**src/hw/rtl/bam_pkg.sv**
```systemverilog
// Shared types, codes and helpers of the bitmap allocation map.
// Used by the channel interfaces and by the top module of the block.
package bam_pkg;

  localparam int BITS_PER_BYTE = 8;
  localparam int REACH_BYTES   = 64;  // bytes a 9-bit bit index can address
  localparam int IDX_W         = 9;
  localparam int BYTE_IDX_W    = 6;
  localparam int POS_W         = 3;
  localparam int COUNT_W       = 7;

  typedef enum logic [1:0] {
    OP_SET   = 2'd0,
    OP_CLEAR = 2'd1,
    OP_READ  = 2'd2,
    OP_FIND  = 2'd3
  } opcode_t;

  typedef enum logic [1:0] {
    ST_OK    = 2'd0,
    ST_RANGE = 2'd1,
    ST_FULL  = 2'd2
  } status_t;

  typedef enum logic [2:0] {
    S_CLEAR,
    S_IDLE,
    S_RMW,
    S_SCAN,
    S_FINISH
  } state_t;

  // Position of the least significant zero bit; only called on a byte that has one.
  function automatic logic [POS_W-1:0] first_zero(input logic [BITS_PER_BYTE-1:0] b);
    logic [POS_W-1:0] pos;
    pos = '0;
    for (int i = BITS_PER_BYTE - 1; i >= 0; i--) begin
      if (!b[i]) begin
        pos = POS_W'(i);
      end
    end
    return pos;
  endfunction

endpackage

```
**src/hw/rtl/bam_req_if.sv**
```systemverilog
// Request channel of the bitmap allocation map: valid/ready plus one request beat.
// Depends on bam_pkg for the opcode type and field widths.
interface bam_req_if;
  logic                           valid;
  logic                           ready;
  bam_pkg::opcode_t               opcode;
  logic [bam_pkg::IDX_W-1:0]      bit_index;

  modport source (output valid, output opcode, output bit_index, input ready);
  modport sink   (input valid, input opcode, input bit_index, output ready);
endinterface

```
**src/hw/rtl/bam_rsp_if.sv**
```systemverilog
// Response channel of the bitmap allocation map: valid/ready plus one result beat.
// Depends on bam_pkg for the status type and field widths.
interface bam_rsp_if;
  logic                           valid;
  logic                           ready;
  logic                           bit_value;
  logic [bam_pkg::IDX_W-1:0]      found_index;
  bam_pkg::status_t               status;

  modport source (output valid, output bit_value, output found_index, output status,
                  input ready);
  modport sink   (input valid, input bit_value, input found_index, input status,
                  output ready);
endinterface

```
**src/hw/rtl/bitmap_allocation_map_top.sv**
```systemverilog
// Bitmap allocation map: a bit map of up to 64 bytes held in one synchronous RAM.
// After reset the block runs a clearing pass, one map byte per cycle, and accepts
// no request until it ends. Requests are handled one at a time: set, clear and read
// pass through a memory read, a modify and write back, and a result step, and an
// out-of-range index skips the modify step. A find reads one map byte per cycle
// through the single RAM read port and examines at most the active byte count.
// The result sits in an output register, so a new request is accepted while the
// last result still waits on the response channel. The user must write bytes_in_use
// only while the block is idle; the block itself does not enforce this. Its value is
// saturated to the map size where it is used.
module bitmap_allocation_map_top #(
  parameter int MAP_BYTES = 64
) (
  input  logic                            clk,
  input  logic                            rst,
  input  logic                            cfg_write,
  input  logic [bam_pkg::COUNT_W-1:0]     cfg_data,
  bam_req_if.sink                         req,
  bam_rsp_if.source                       rsp
);

  localparam int DEPTH = (MAP_BYTES < bam_pkg::REACH_BYTES) ? MAP_BYTES
                                                            : bam_pkg::REACH_BYTES;
  localparam int AW    = (DEPTH > 1) ? $clog2(DEPTH) : 1;
  localparam int BW    = bam_pkg::BITS_PER_BYTE;

  bam_pkg::state_t                 state, state_next;
  logic [bam_pkg::COUNT_W-1:0]     bytes_in_use, bytes_in_use_next;
  logic [AW-1:0]                   ptr, ptr_next;
  logic                            out_valid, out_valid_next;

  bam_pkg::opcode_t                op, op_next;
  logic [bam_pkg::BYTE_IDX_W-1:0]  byte_idx, byte_idx_next;
  logic [bam_pkg::POS_W-1:0]       bit_pos, bit_pos_next;
  logic                            res_bit, res_bit_next;
  logic [bam_pkg::IDX_W-1:0]       res_found, res_found_next;
  bam_pkg::status_t                res_status, res_status_next;
  logic                            out_bit, out_bit_next;
  logic [bam_pkg::IDX_W-1:0]       out_found, out_found_next;
  bam_pkg::status_t                out_status, out_status_next;

  logic                            ram_we;
  logic [AW-1:0]                   ram_waddr;
  logic [BW-1:0]                   ram_wdata;
  logic [AW-1:0]                   ram_raddr;
  logic [BW-1:0]                   ram_rdata;

  logic [bam_pkg::COUNT_W-1:0]     active;
  logic [bam_pkg::BYTE_IDX_W-1:0]  req_byte;
  logic [BW-1:0]                   mask;

  bam_ram #(
    .WIDTH (BW),
    .DEPTH (DEPTH)
  ) u_map (
    .clk   (clk),
    .we    (ram_we),
    .waddr (ram_waddr),
    .wdata (ram_wdata),
    .raddr (ram_raddr),
    .rdata (ram_rdata)
  );

  assign active   = (bytes_in_use > bam_pkg::COUNT_W'(DEPTH)) ? bam_pkg::COUNT_W'(DEPTH)
                                                               : bytes_in_use;
  assign req_byte = req.bit_index[bam_pkg::IDX_W-1:bam_pkg::POS_W];
  assign mask     = BW'(1) << bit_pos;

  assign req.ready       = (state == bam_pkg::S_IDLE);
  assign rsp.valid       = out_valid;
  assign rsp.bit_value   = out_bit;
  assign rsp.found_index = out_found;
  assign rsp.status      = out_status;

  always_comb begin
    state_next        = state;
    bytes_in_use_next = bytes_in_use;
    ptr_next          = ptr;
    out_valid_next    = out_valid;
    op_next           = op;
    byte_idx_next     = byte_idx;
    bit_pos_next      = bit_pos;
    res_bit_next      = res_bit;
    res_found_next    = res_found;
    res_status_next   = res_status;
    out_bit_next      = out_bit;
    out_found_next    = out_found;
    out_status_next   = out_status;
    ram_we            = 1'b0;
    ram_waddr         = ptr;
    ram_wdata         = '0;
    ram_raddr         = ptr;

    if (cfg_write) begin
      bytes_in_use_next = cfg_data;
    end
    if (out_valid && rsp.ready) begin
      out_valid_next = 1'b0;
    end

    case (state)
      bam_pkg::S_CLEAR: begin
        ram_we    = 1'b1;
        ram_waddr = ptr;
        if (ptr == AW'(DEPTH - 1)) begin
          ptr_next   = '0;
          state_next = bam_pkg::S_IDLE;
        end else begin
          ptr_next = ptr + AW'(1);
        end
      end

      bam_pkg::S_IDLE: begin
        if (req.valid) begin
          op_next         = req.opcode;
          byte_idx_next   = req_byte;
          bit_pos_next    = req.bit_index[bam_pkg::POS_W-1:0];
          res_bit_next    = 1'b0;
          res_found_next  = '0;
          res_status_next = bam_pkg::ST_OK;
          if (req.opcode == bam_pkg::OP_FIND) begin
            ptr_next  = '0;
            ram_raddr = '0;
            if (active == '0) begin
              res_status_next = bam_pkg::ST_FULL;
              state_next      = bam_pkg::S_FINISH;
            end else begin
              state_next = bam_pkg::S_SCAN;
            end
          end else begin
            ram_raddr = req_byte[AW-1:0];
            if ({1'b0, req_byte} >= active) begin
              res_status_next = bam_pkg::ST_RANGE;
              state_next      = bam_pkg::S_FINISH;
            end else begin
              state_next = bam_pkg::S_RMW;
            end
          end
        end
      end

      bam_pkg::S_RMW: begin
        ram_waddr = byte_idx[AW-1:0];
        case (op)
          bam_pkg::OP_SET: begin
            ram_we    = 1'b1;
            ram_wdata = ram_rdata | mask;
          end
          bam_pkg::OP_CLEAR: begin
            ram_we    = 1'b1;
            ram_wdata = ram_rdata & ~mask;
          end
          bam_pkg::OP_READ: begin
            res_bit_next = ram_rdata[bit_pos];
          end
          default: begin
          end
        endcase
        state_next = bam_pkg::S_FINISH;
      end

      bam_pkg::S_SCAN: begin
        // The read data belongs to the byte at ptr; the next byte is fetched meanwhile.
        if (ram_rdata != '1) begin
          res_found_next = {bam_pkg::BYTE_IDX_W'(ptr), bam_pkg::first_zero(ram_rdata)};
          state_next     = bam_pkg::S_FINISH;
        end else if (bam_pkg::COUNT_W'(ptr) + bam_pkg::COUNT_W'(1) >= active) begin
          res_status_next = bam_pkg::ST_FULL;
          state_next      = bam_pkg::S_FINISH;
        end else begin
          ptr_next  = ptr + AW'(1);
          ram_raddr = ptr + AW'(1);
        end
      end

      bam_pkg::S_FINISH: begin
        if (!out_valid || rsp.ready) begin
          out_valid_next  = 1'b1;
          out_bit_next    = res_bit;
          out_found_next  = res_found;
          out_status_next = res_status;
          state_next      = bam_pkg::S_IDLE;
        end
      end

      default: begin
        state_next = bam_pkg::S_IDLE;
      end
    endcase
  end

  always_ff @(posedge clk) begin
    if (rst) begin
      state        <= bam_pkg::S_CLEAR;
      bytes_in_use <= bam_pkg::COUNT_W'(64);
      ptr          <= '0;
      out_valid    <= 1'b0;
    end else begin
      state        <= state_next;
      bytes_in_use <= bytes_in_use_next;
      ptr          <= ptr_next;
      out_valid    <= out_valid_next;
    end
  end

  always_ff @(posedge clk) begin
    op         <= op_next;
    byte_idx   <= byte_idx_next;
    bit_pos    <= bit_pos_next;
    res_bit    <= res_bit_next;
    res_found  <= res_found_next;
    res_status <= res_status_next;
    out_bit    <= out_bit_next;
    out_found  <= out_found_next;
    out_status <= out_status_next;
  end

endmodule

```
**src/hw/rtl/bam_ram.sv**
```systemverilog
// Generic single-write, single-read synchronous RAM with a registered read port.
// No dependencies.
module bam_ram #(
  parameter int WIDTH = 8,
  parameter int DEPTH = 64,
  localparam int AW   = (DEPTH > 1) ? $clog2(DEPTH) : 1
) (
  input  logic             clk,
  input  logic             we,
  input  logic [AW-1:0]    waddr,
  input  logic [WIDTH-1:0] wdata,
  input  logic [AW-1:0]    raddr,
  output logic [WIDTH-1:0] rdata
);

  logic [WIDTH-1:0] mem [DEPTH];

  always_ff @(posedge clk) begin
    if (we) begin
      mem[waddr] <= wdata;
    end
    rdata <= mem[raddr];
  end

endmodule

```
**src/flat_wrapper.sv**
```systemverilog
// flat-port wrapper written by rule: the top's interface ports become plain ports
module bitmap_allocation_map_top_flat 
#(
  parameter int MAP_BYTES = 64
)
  (clk, rst, cfg_write, cfg_data, req_valid, req_opcode, req_bit_index, req_ready, rsp_valid, rsp_bit_value, rsp_found_index, rsp_status, rsp_ready);
  bam_req_if req_i ();
  bam_rsp_if rsp_i ();
  input  logic clk;
  input  logic rst;
  input  logic cfg_write;
  input  logic [bam_pkg::COUNT_W-1:0] cfg_data;
  input wire logic [$bits(req_i.valid)-1:0] req_valid;
  input wire logic [$bits(req_i.opcode)-1:0] req_opcode;
  input wire logic [$bits(req_i.bit_index)-1:0] req_bit_index;
  output wire logic [$bits(req_i.ready)-1:0] req_ready;
  output wire logic [$bits(rsp_i.valid)-1:0] rsp_valid;
  output wire logic [$bits(rsp_i.bit_value)-1:0] rsp_bit_value;
  output wire logic [$bits(rsp_i.found_index)-1:0] rsp_found_index;
  output wire logic [$bits(rsp_i.status)-1:0] rsp_status;
  input wire logic [$bits(rsp_i.ready)-1:0] rsp_ready;
  assign req_i.valid = req_valid;
  assign req_i.opcode = req_opcode;
  assign req_i.bit_index = req_bit_index;
  assign req_ready = req_i.ready;
  assign rsp_valid = rsp_i.valid;
  assign rsp_bit_value = rsp_i.bit_value;
  assign rsp_found_index = rsp_i.found_index;
  assign rsp_status = rsp_i.status;
  assign rsp_i.ready = rsp_ready;
  bitmap_allocation_map_top #(.MAP_BYTES(MAP_BYTES)) u_core (.clk(clk), .rst(rst), .cfg_write(cfg_write), .cfg_data(cfg_data), .req(req_i), .rsp(rsp_i));
endmodule
```
**config.mk**
```make
export PLATFORM = sky130hd
export DESIGN_NAME = bitmap_allocation_map_top_flat
export DESIGN_NICKNAME = d
export VERILOG_FILES = /design/src/hw/rtl/bam_pkg.sv /design/src/hw/rtl/bam_req_if.sv /design/src/hw/rtl/bam_rsp_if.sv /design/src/hw/rtl/bitmap_allocation_map_top.sv /design/src/hw/rtl/bam_ram.sv /design/src/flat_wrapper.sv
export SDC_FILE = /design/constraint.sdc
export NUM_CORES = 1
export LEC_CHECK = 0
export BUFFER_PORTS_ARGS = -buffer_cell sky130_fd_sc_hd__buf_2
export CORE_UTILIZATION = 35
export DETAILED_ROUTE_END_ITERATION = 10
export GPL_TIMING_DRIVEN = 0
export HOLD_SLACK_MARGIN = 0.1
export PLACE_DENSITY = 0.55
export SYNTH_ARGS = -nofsm -noshare
export SYNTH_HDL_FRONTEND = slang
export SYNTH_SLANG_ARGS = --single-unit
```
**constraint.sdc**
```tcl
create_clock -name clk -period 4.9 [get_ports clk]
set_input_delay 0.98 -clock clk [delete_from_list [all_inputs] [get_ports clk]]
set_output_delay 0.98 -clock clk [all_outputs]
set_load 0.05 [all_outputs]
```
==> results of run 1 <==
==> cell type report <==
class	count	area share [%]
inverter	9	0.121
buffer	84	1.85
clock inverter	35	1.04
timing repair buffer	68	2.38
tap	873	3.92
sequential	572	60.7
multi-input combinational	839	24.6
clock buffer	67	5.40
==> repair_timing <==
item                       in CTS  in global routing
setup endpoints to repair       8                  8
resized for setup              68                 44
pin swaps                       5                  3
setup buffers                   7                  2
==> path summary, 6_finish.rpt <==
check | startpoint | to | cells after the start
worst max-delay path | u_core.ptr[0]$_SDFFE_PP0P_ | u_core.u_map.rdata[5]$_DFF_P_ | 18
worst min-delay path | u_core.res_found[2]$_SDFFCE_PN0P_ | u_core.rsp.found_index[2]$_DFFE_PP_ | 0
worst max register to register | u_core.ptr[0]$_SDFFE_PP0P_ | u_core.u_map.rdata[5]$_DFF_P_ | 18
worst min register to register | u_core.res_found[2]$_SDFFCE_PN0P_ | u_core.rsp.found_index[2]$_DFFE_PP_ | 0
==> power groups by stage <==
stage | Combinational (mW) | Clock [mW] | Sequential [mW]
3_3_place_gp | 0.552 | 0 | 5.45
5_1_grt | 0.642 | 4.53 | 5.35
2_1_floorplan | 0.346 | 0 | 5.44
6_report | 0.615 | 4.28 | 5.35
3_5_place_dp | 0.562 | 0 | 5.45
4_1_cts | 0.594 | 4.35 | 5.35
==> cell families after synthesis <==
group / Yosys count / synth area share, %
and+or+nand+nor: 340 / 6.85
DFF: 572 / 71.3
AOI/OAI and AO/OA: 210 / 6.86
adders and majority gates: 14 / 0.738
muxes: 271 / 11.9
buffers and inverters: 94 / 2.18
xor gates and xnor gates: 4 / 0.148
==> cell usage in the layout (no fill, tap or decap), drive strengths merged, types with 4 or more instances in the layout <==
master,count
o22ai,25
mux2,70
and3,6
clkinv,27
a2111oi,26
nand2,42
dfxtp,25
a211oi,21
edfxtp,547
nor2b,6
nand2b,10
ha,14
a31oi,4
mux2i,199
and2,6
inv,10
buf,118
o211ai,5
nor2,134
nand3,18
o32ai,17
o31ai,11
nor3,79
or2,4
a21oi,28
nor4bb,7
nand3b,6
bufinv,5
clkbuf,100
o21ai,20
a21o,6
a221oi,18
a22o,8
nor4,9
==> sequential cells by signal, indices dropped and copies added, names as in the netlist, 2 cells and up <==
| signal | flops |
|---|---|
| u_core.u_map.mem | 512 |
| u_core.byte_idx | 6 |
| u_core.rsp.found_index | 9 |
| u_core.res_found | 9 |
| u_core.bit_pos | 3 |
| u_core.op | 2 |
| u_core.state | 3 |
| u_core.bytes_in_use | 7 |
| u_core.u_map.rdata | 8 |
| u_core.res_status | 2 |
| u_core.ptr | 6 |
| u_core.rsp.status | 2 |
==> stage by stage <==
stage / instance area [um2] / power, mW / util (%)
after global placement: 25000 / 6.00 / 37.2
after CTS: 27700 / 10.3 / 41.2
final: 27900 / 10.2 / 41.5
after global routing: 27900 / 10.5 / 41.5
after detailed placement: 25500 / 6.01 / 38.0
after floorplan: 23700 / 5.78 / -
==> critical path: stages (launching register included) <==
cell                        delay [ps]
sky130_fd_sc_hd__dfxtp_1           420
sky130_fd_sc_hd__clkbuf_4          240
sky130_fd_sc_hd__and3_1            160
sky130_fd_sc_hd__buf_2             180
sky130_fd_sc_hd__nand3_4           160
sky130_fd_sc_hd__xnor2_1           200
sky130_fd_sc_hd__ha_1              320
sky130_fd_sc_hd__nand2_1           150
sky130_fd_sc_hd__o2111ai_2         200
sky130_fd_sc_hd__a21o_1            190
sky130_fd_sc_hd__buf_2             200
sky130_fd_sc_hd__a311oi_4          310
sky130_fd_sc_hd__buf_12            170
sky130_fd_sc_hd__buf_6             150
sky130_fd_sc_hd__buf_4             280
sky130_fd_sc_hd__buf_4             280
sky130_fd_sc_hd__mux2_2            360
sky130_fd_sc_hd__a221oi_1          520
sky130_fd_sc_hd__a211oi_2          160
==> per-layer routing <==
layer / global-route usage, % / up-vias
li1: - / 6214
met1: 24.6 / 6966
met2: 29.5 / 453
met3: 3.02 / 114
met4: 7.01 / 0
met5: 0 / -
==> results by stage, run 1 <==
Drt:
- The detail-routed net length per standard cell is 24.8 um.
- The mean number of vias per cell is between 5 and 6.
- The number of DRC markers after the initial detailed-route iteration is between 1000 and 1500.
- For this block, the via count after detailed routing is 13700.
- The number of detailed-routing iterations run before antenna repair is 7.
- The total DRC errors in the routed layout is 0.
- The total wirelength of the detailed-routed design is ~63000 um.
- The number of antenna-violating nets in the routed design is 0.
- The top routing layer in use is met4.
- Wire segments on met2 add up to 29700 um in the final route.
- The total met3 wirelength after detailed routing is about 3700 um.
- In the final routing, the length of wire on met1 measures ~28000 um.

Logic synthesis:
- Ranked by instance count, the synthesized netlist is headed by sky130_fd_sc_hd__edfxtp_1, sky130_fd_sc_hd__mux2i_1, sky130_fd_sc_hd__nor2_1, sky130_fd_sc_hd__nor3_1, sky130_fd_sc_hd__mux2_2.
- When the netlist entered floorplanning its net count stood at approximately 1500.
- For this run, the register share of the synthesized area comes to 71.3%.
- In this run the cell area of the synthesized design comes to 23700 um2.
- The post-synthesis instance total is 1505.
- The most instantiated flip-flop cell in the synthesis netlist is sky130_fd_sc_hd__edfxtp_1.
- Among all cell types in the netlist, the one instantiated most often is sky130_fd_sc_hd__edfxtp_1.
- The number of flops mapped to enable cells by yosys is 547.
- In the synthesized netlist the async set-or-reset flop fraction comes to 0%.
- The cell type contributing the most total cell area after synthesis is sky130_fd_sc_hd__edfxtp_1.
- Sorting the synthesized cells by area gives the leading types as sky130_fd_sc_hd__edfxtp_1, sky130_fd_sc_hd__mux2i_1, sky130_fd_sc_hd__mux2_2, sky130_fd_sc_hd__dfxtp_1, sky130_fd_sc_hd__nor2_1.
- The synthesized netlist contains 70 unique library cells.
- The fraction of synthesized cell area taken by the top area cell type is 69.2%.
- The flip-flop and latch count after synthesis is 572.
- During synthesis, Yosys emitted a total of 0 warnings.
- The per-instance average area after synthesis is 15.8 um2.

Power:
- The part of the power in the clock network is 41.8%.
- The net switching fraction of the power is 22.1%.
- The maximum vdd ir drop is 0.000244 V.
- The internal portion of the total power is 7.98 mW.
- In this run the power density over the cells is 367 nW/um2.
- The logic gate share of total power is under 10%.
- The net switching power is 2.26 mW.
- In this run, flip-flops and latches consume 52.2% of the power.
- The static leakage is roughly 8 nW.

STA:
- The final worst slack is between 70 and 80 ps.
- The smallest hold slack is 418 ps.
- Setup repair after global routing could not meet its margin everywhere.
- The worst path uses 98.6% of the clock period.
- The worst pin sits at a relative slew slack of 34.9%.
- The final hold violation count is 0.
- Setup total negative slack on the finished layout was measured at 0 ps.
- The worst setup skew after layout is 16.7 ps.
- The clock period could shrink to between 4000 and 5000 ps.
- The total setup violations reported at the end of the flow is 0.
- Static timing analysis puts the maximum clock frequency at 0.207 GHz.
- The number of slew-limit violations in the final report is 0.
- The slew at the pin with the worst max-slew slack is between 900 and 1000 ps.

Place:
- The routability congestion estimate is 0.863.
- The count of placed standard cells including taps is around 2400.
- The worst slack at placement is -1420 ps.
- The detailed placement HPWL is 44100 um.
- In this run the tool buffered the top-level ports with 34 buffer cells.

CTS:
- The CTS tree is built.
- The clock net sink count is ~570.
- No sink is reached through more buffers than the 3 on the longest clock path.
- The clock insertion delay at the later pin of the skew report is 620 ps.
- Buffers inserted during clock tree synthesis total 58.
- The number of H-tree levels is 2.
- The CTS root buffer is sky130_fd_sc_hd__clkbuf_16.
- The hold-fix buffer count after cts is 0.
- Clock-pin slew was measured on the worst setup and hold paths at 60 ps.

Job:
- The count of max-cap constraint violations is 0.

Setup path:
- The startpoint type of the worst setup path is a register.
- The worst register-to-register path has a setup slack of 70 ps.
- STA puts the critical path data arrival time at ~5300 ps.
- The worst setup path is of the register to register kind.
- The highest net fanout along the worst path is 10.
- Data on the critical path is required at its endpoint by 5370 ps.
- The endpoint class of the critical path is a register.

Outcome:
- The run finished with clean final reports.

Finish:
- The number of nets in the layout is 1669.
- Fill cells in the final layout number 6054.
- Cells with a size suffix above 1 make up 21.1% of the layout.
- Registers take 16900 um2.
- The growth of design area from synthesis to finish is 17.4%.
- The repair_antennas step left the layout with diodes totalling 0.
- The number of cells in the finished layout apart from fillers is around 2500.
- The area taken by multi-input logic gates is 6840 um2.

Floorplan:
- After floorplanning, the core was sized to cover 67200 um2.
- The row count is 95.
- The initial core utilization is 35.3%.
- The die height is 262 um.
- The overall die area is between 60000 and 70000 um2.
- The I/O pin total is 37.
- In this run the horizontal extent of the chip is 262 um.

GRT:
- The remaining global-route overflow is 0.
- The number of antenna violations at the first check in global routing is 0.
- The first global-routing pass estimated 93600 um of wire.
- The number of global-route vias before repair is approximately 14000.
- The pin count of the biggest net entering global routing is 39.
- The overall fraction of global-route tracks in use is 18.3%.

Worst hold path:
- The min-delay analysis places its worst path in the category register to register.
(Power assumes the default switching activity.)
==> run 2, diff against run 1 <==
--- a/config.mk
+++ b/config.mk
@@ -11,6 +11,7 @@
 export GPL_TIMING_DRIVEN = 0
 export HOLD_SLACK_MARGIN = 0.1
 export PLACE_DENSITY = 0.55
+export RECOVER_POWER = 50
 export SYNTH_ARGS = -nofsm -noshare
 export SYNTH_HDL_FRONTEND = slang
 export SYNTH_SLANG_ARGS = --single-unit
==> run 2 against run 1 <==
Wire length hardly changed. Clock power hardly changed. Critical endpoint is now u_core.u_map.rdata[0]$_DFF_P_. Total power is essentially flat. Worst setup slack better by 21 ps. Largest power group unchanged. Clock skew grew 1.1 ps.
==> results by stage, run 2 (same netlist as run 1, synthesis figures left out) <==
Drt:
- The number of detailed-routing iterations run before antenna repair is 5 (-2).
- The number of antenna-violating nets in the routed design is 0 (unchanged).
- The total DRC errors in the routed layout is 0 (unchanged).
- The number of DRC markers after the initial detailed-route iteration is 1295 (+2.5%).
- The total wirelength of the detailed-routed design is 63000 um (about the same).
- The detail-routed net length per standard cell is 24.7 um (about the same).
- The via count of the routed design is 13900 (+0.95%).
- The mean number of vias per cell is 5.45 (+0.95%).

STA:
- The total setup violations reported at the end of the flow was 0 (unchanged).
- The final hold violation count was 0 (unchanged).
- The total negative slack for setup checks is 0 ps (unchanged).
- The worst setup skew after layout came to 17.8 ps (+1.09 ps).
- Setup repair after global routing could not meet its margin everywhere.
- The worst slew slack as a fraction of its limit came to 25.8% (-9.1 points).
- The time the worst path needs with I/O delays and setup is 4810 ps (-20.9 ps).
- The post-route fraction of the period consumed by the critical path is 98.1% (-0.43 points).
- The slew at the pin with the worst max-slew slack came to 1110 ps (+139 ps).
- The number of slew-limit violations in the final report is 0 (unchanged).
- The upper clock frequency limit is 0.208 GHz (+0.43%).

Setup path:
- The number of buffer and inverter stages on the critical path is 6 (-1).
- For this design, the slowest cell found on the critical path is sky130_fd_sc_hd__a2111oi_2.
- The setup path with the least slack is of type register to register.
- The most used cell along the critical path is sky130_fd_sc_hd__buf_2.
- Walking the worst path, the cells encountered are clkbuf_4, and3_1, buf_2, nand3_4, xnor2_1, ha_1, nand2_1, o2111ai_2, a21o_1, buf_2, a311oi_4, buf_12, buf_6, buf_4, mux2i_1, nor3_1, a2111oi_2, nor4bb_4, a211oi_2.
- The longest individual stage delay on the worst path was 530 ps (about the same).
- The highest net fanout along the worst path came to 10 (unchanged).
- The gate family responsible for the most delay along the worst path is compound AO/OA/AOI/OAI gates.
- The startpoint type of the worst setup path is a register.
- The required arrival time at the worst endpoint is 5390 ps (+20 ps).
- The endpoint class of the critical path is a register.
- The worst path arrival time is 5300 ps (about the same).

GRT:
- The overall fraction of global-route tracks in use is 18.3% (unchanged).
- The wire length of the first global-routing pass is 93600 um (unchanged).
- The pin count of the biggest net entering global routing came to 39 (unchanged).
- The number of antenna violations at the first check in global routing is 0 (unchanged).
- The number of global-route vias before repair came to 14000 (unchanged).
- The remaining global-route overflow came to 0 (unchanged).

Finish:
- The total inserted antenna cells came to 0 (unchanged).
- The largest register by flop count is u_core.u_map.mem.
- Leaving out fill and tap cells, the most frequent cells in the layout are sky130_fd_sc_hd__edfxtp_1, sky130_fd_sc_hd__mux2i_1, sky130_fd_sc_hd__nor2_1, sky130_fd_sc_hd__nor3_1, sky130_fd_sc_hd__mux2_2.
- The fraction of final layout cells sized beyond drive strength 1 was 19.4% (-1.8 points).
- The growth of design area from synthesis to finish is 17.0%.
- The library cell used most frequently in the layout, excluding fill and tap cells, is sky130_fd_sc_hd__edfxtp_1.
- The number of nets in the layout is 1669 (unchanged).
- The number of fill cells in the layout is 6069 (+0.25%).
- The utilization of the core after routing came to 41.3% (-0.17 points).
- The flip-flop count of the largest register, all copies and words added is 512 (unchanged).

Floorplan:
- The overall die area was 68900 um2 (unchanged).
- The initial core utilization is 35.3% (unchanged).
- The row count is 95 (unchanged).
- The die height is 262 um (unchanged).
- The die span in x came to 262 um (unchanged).
- The area inside the core boundary came to 67200 um2 (unchanged).
- The I/O pin total came to 37 (unchanged).

Power:
- The static leakage came to 8.00 nW (-1.1%).
- The power per cell area is 369 nW/um2 (+0.34%).
- The maximum vdd ir drop is 0.000246 V (+0.56%).

Place:
- The routability congestion estimate is 0.863 (unchanged).
- The detailed placement HPWL is 44100 um (unchanged).
- The number of port buffers is 34 (unchanged).

CTS:
- TritonCTS built the clock tree.
- The clock insertion delay at the later pin of the skew report is 620 ps (about the same).
- The tree is rooted in a sky130_fd_sc_hd__clkbuf_16.
- The register clock-pin slew on the reported worst setup and hold paths is 60 ps (about the same).
- The number of buffers created by CTS is 58 (unchanged).
- The number of H-tree levels is 2 (unchanged).
- The clock net sink count came to 572 (unchanged).
- The hold-fix buffer count after cts was 0 (unchanged).
- The buffer depth of the longest clock path is 3 (unchanged).

Job:
- The count of max-cap constraint violations was 0 (unchanged).

Outcome:
- The run finished with clean final reports.

Worst hold path:
- The tightest min-delay check is of the register to register type.
run 2: power by group:
part           internal [mW]  switching (mW)  total, mW  leakage [nW]
registers               5.32          0.0288       5.35          4.43
clock network           2.44            1.83       4.27         0.882
logic                  0.218           0.395      0.613          2.68
run 2: layer usage:
layer | vias up | track usage, % | routed length, um
met5 | - | 0 | 0
met4 | 0 | 7.01 | 2240
met3 | 119 | 3.02 | 4100
met2 | 509 | 29.5 | 29500
met1 | 7030 | 24.6 | 27200
li1 | 6220 | - | -
run 2: path summary, 6_finish.rpt:
check	start	end	slack [ps]	cells past startpoint
min reg2reg	u_core.res_found[2]$_SDFFCE_PN0P_	u_core.rsp.found_index[2]$_DFFE_PP_	420	0
max	u_core.ptr[0]$_SDFFE_PP0P_	u_core.u_map.rdata[0]$_DFF_P_	90	19
max reg2reg	u_core.ptr[0]$_SDFFE_PP0P_	u_core.u_map.rdata[0]$_DFF_P_	90	19
min	u_core.res_found[2]$_SDFFCE_PN0P_	u_core.rsp.found_index[2]$_DFFE_PP_	420	0
run 2: area by class of cell:
cell class,count,area [um2],share of cell area (%)
inverters,9,33.8,0.122
clock inverters,35,290,1.05
flip-flops and latches,572,16900,61.0
well taps,873,1090,3.93
repair buffers,68,581,2.09
clock buffers,67,1510,5.43
multi-input cells,839,6820,24.6
plain buffers,84,512,1.84
run 2: repair_timing:
item | CTS | global route
cloned | 0 | 0
setup buffers | 7 | 2
setup endpoints to repair | 8 | 8
resized for setup | 68 | 44
pin swaps | 5 | 3
run 2: stage by stage:
stage	setup slack (ps)	area, um2	power [mW]	hold slack (ps)	cells
2_1_floorplan	70.9	23700	5.78	400	1505
3_3_place_gp	-5120	25000	6.00	404	2412
3_5_place_dp	-1420	25500	6.01	405	2436
4_1_cts	36.7	27700	10.3	421	2544
6_report	91.5	27800	10.2	418	2547
5_1_grt	-56.1	27800	10.5	424	2547
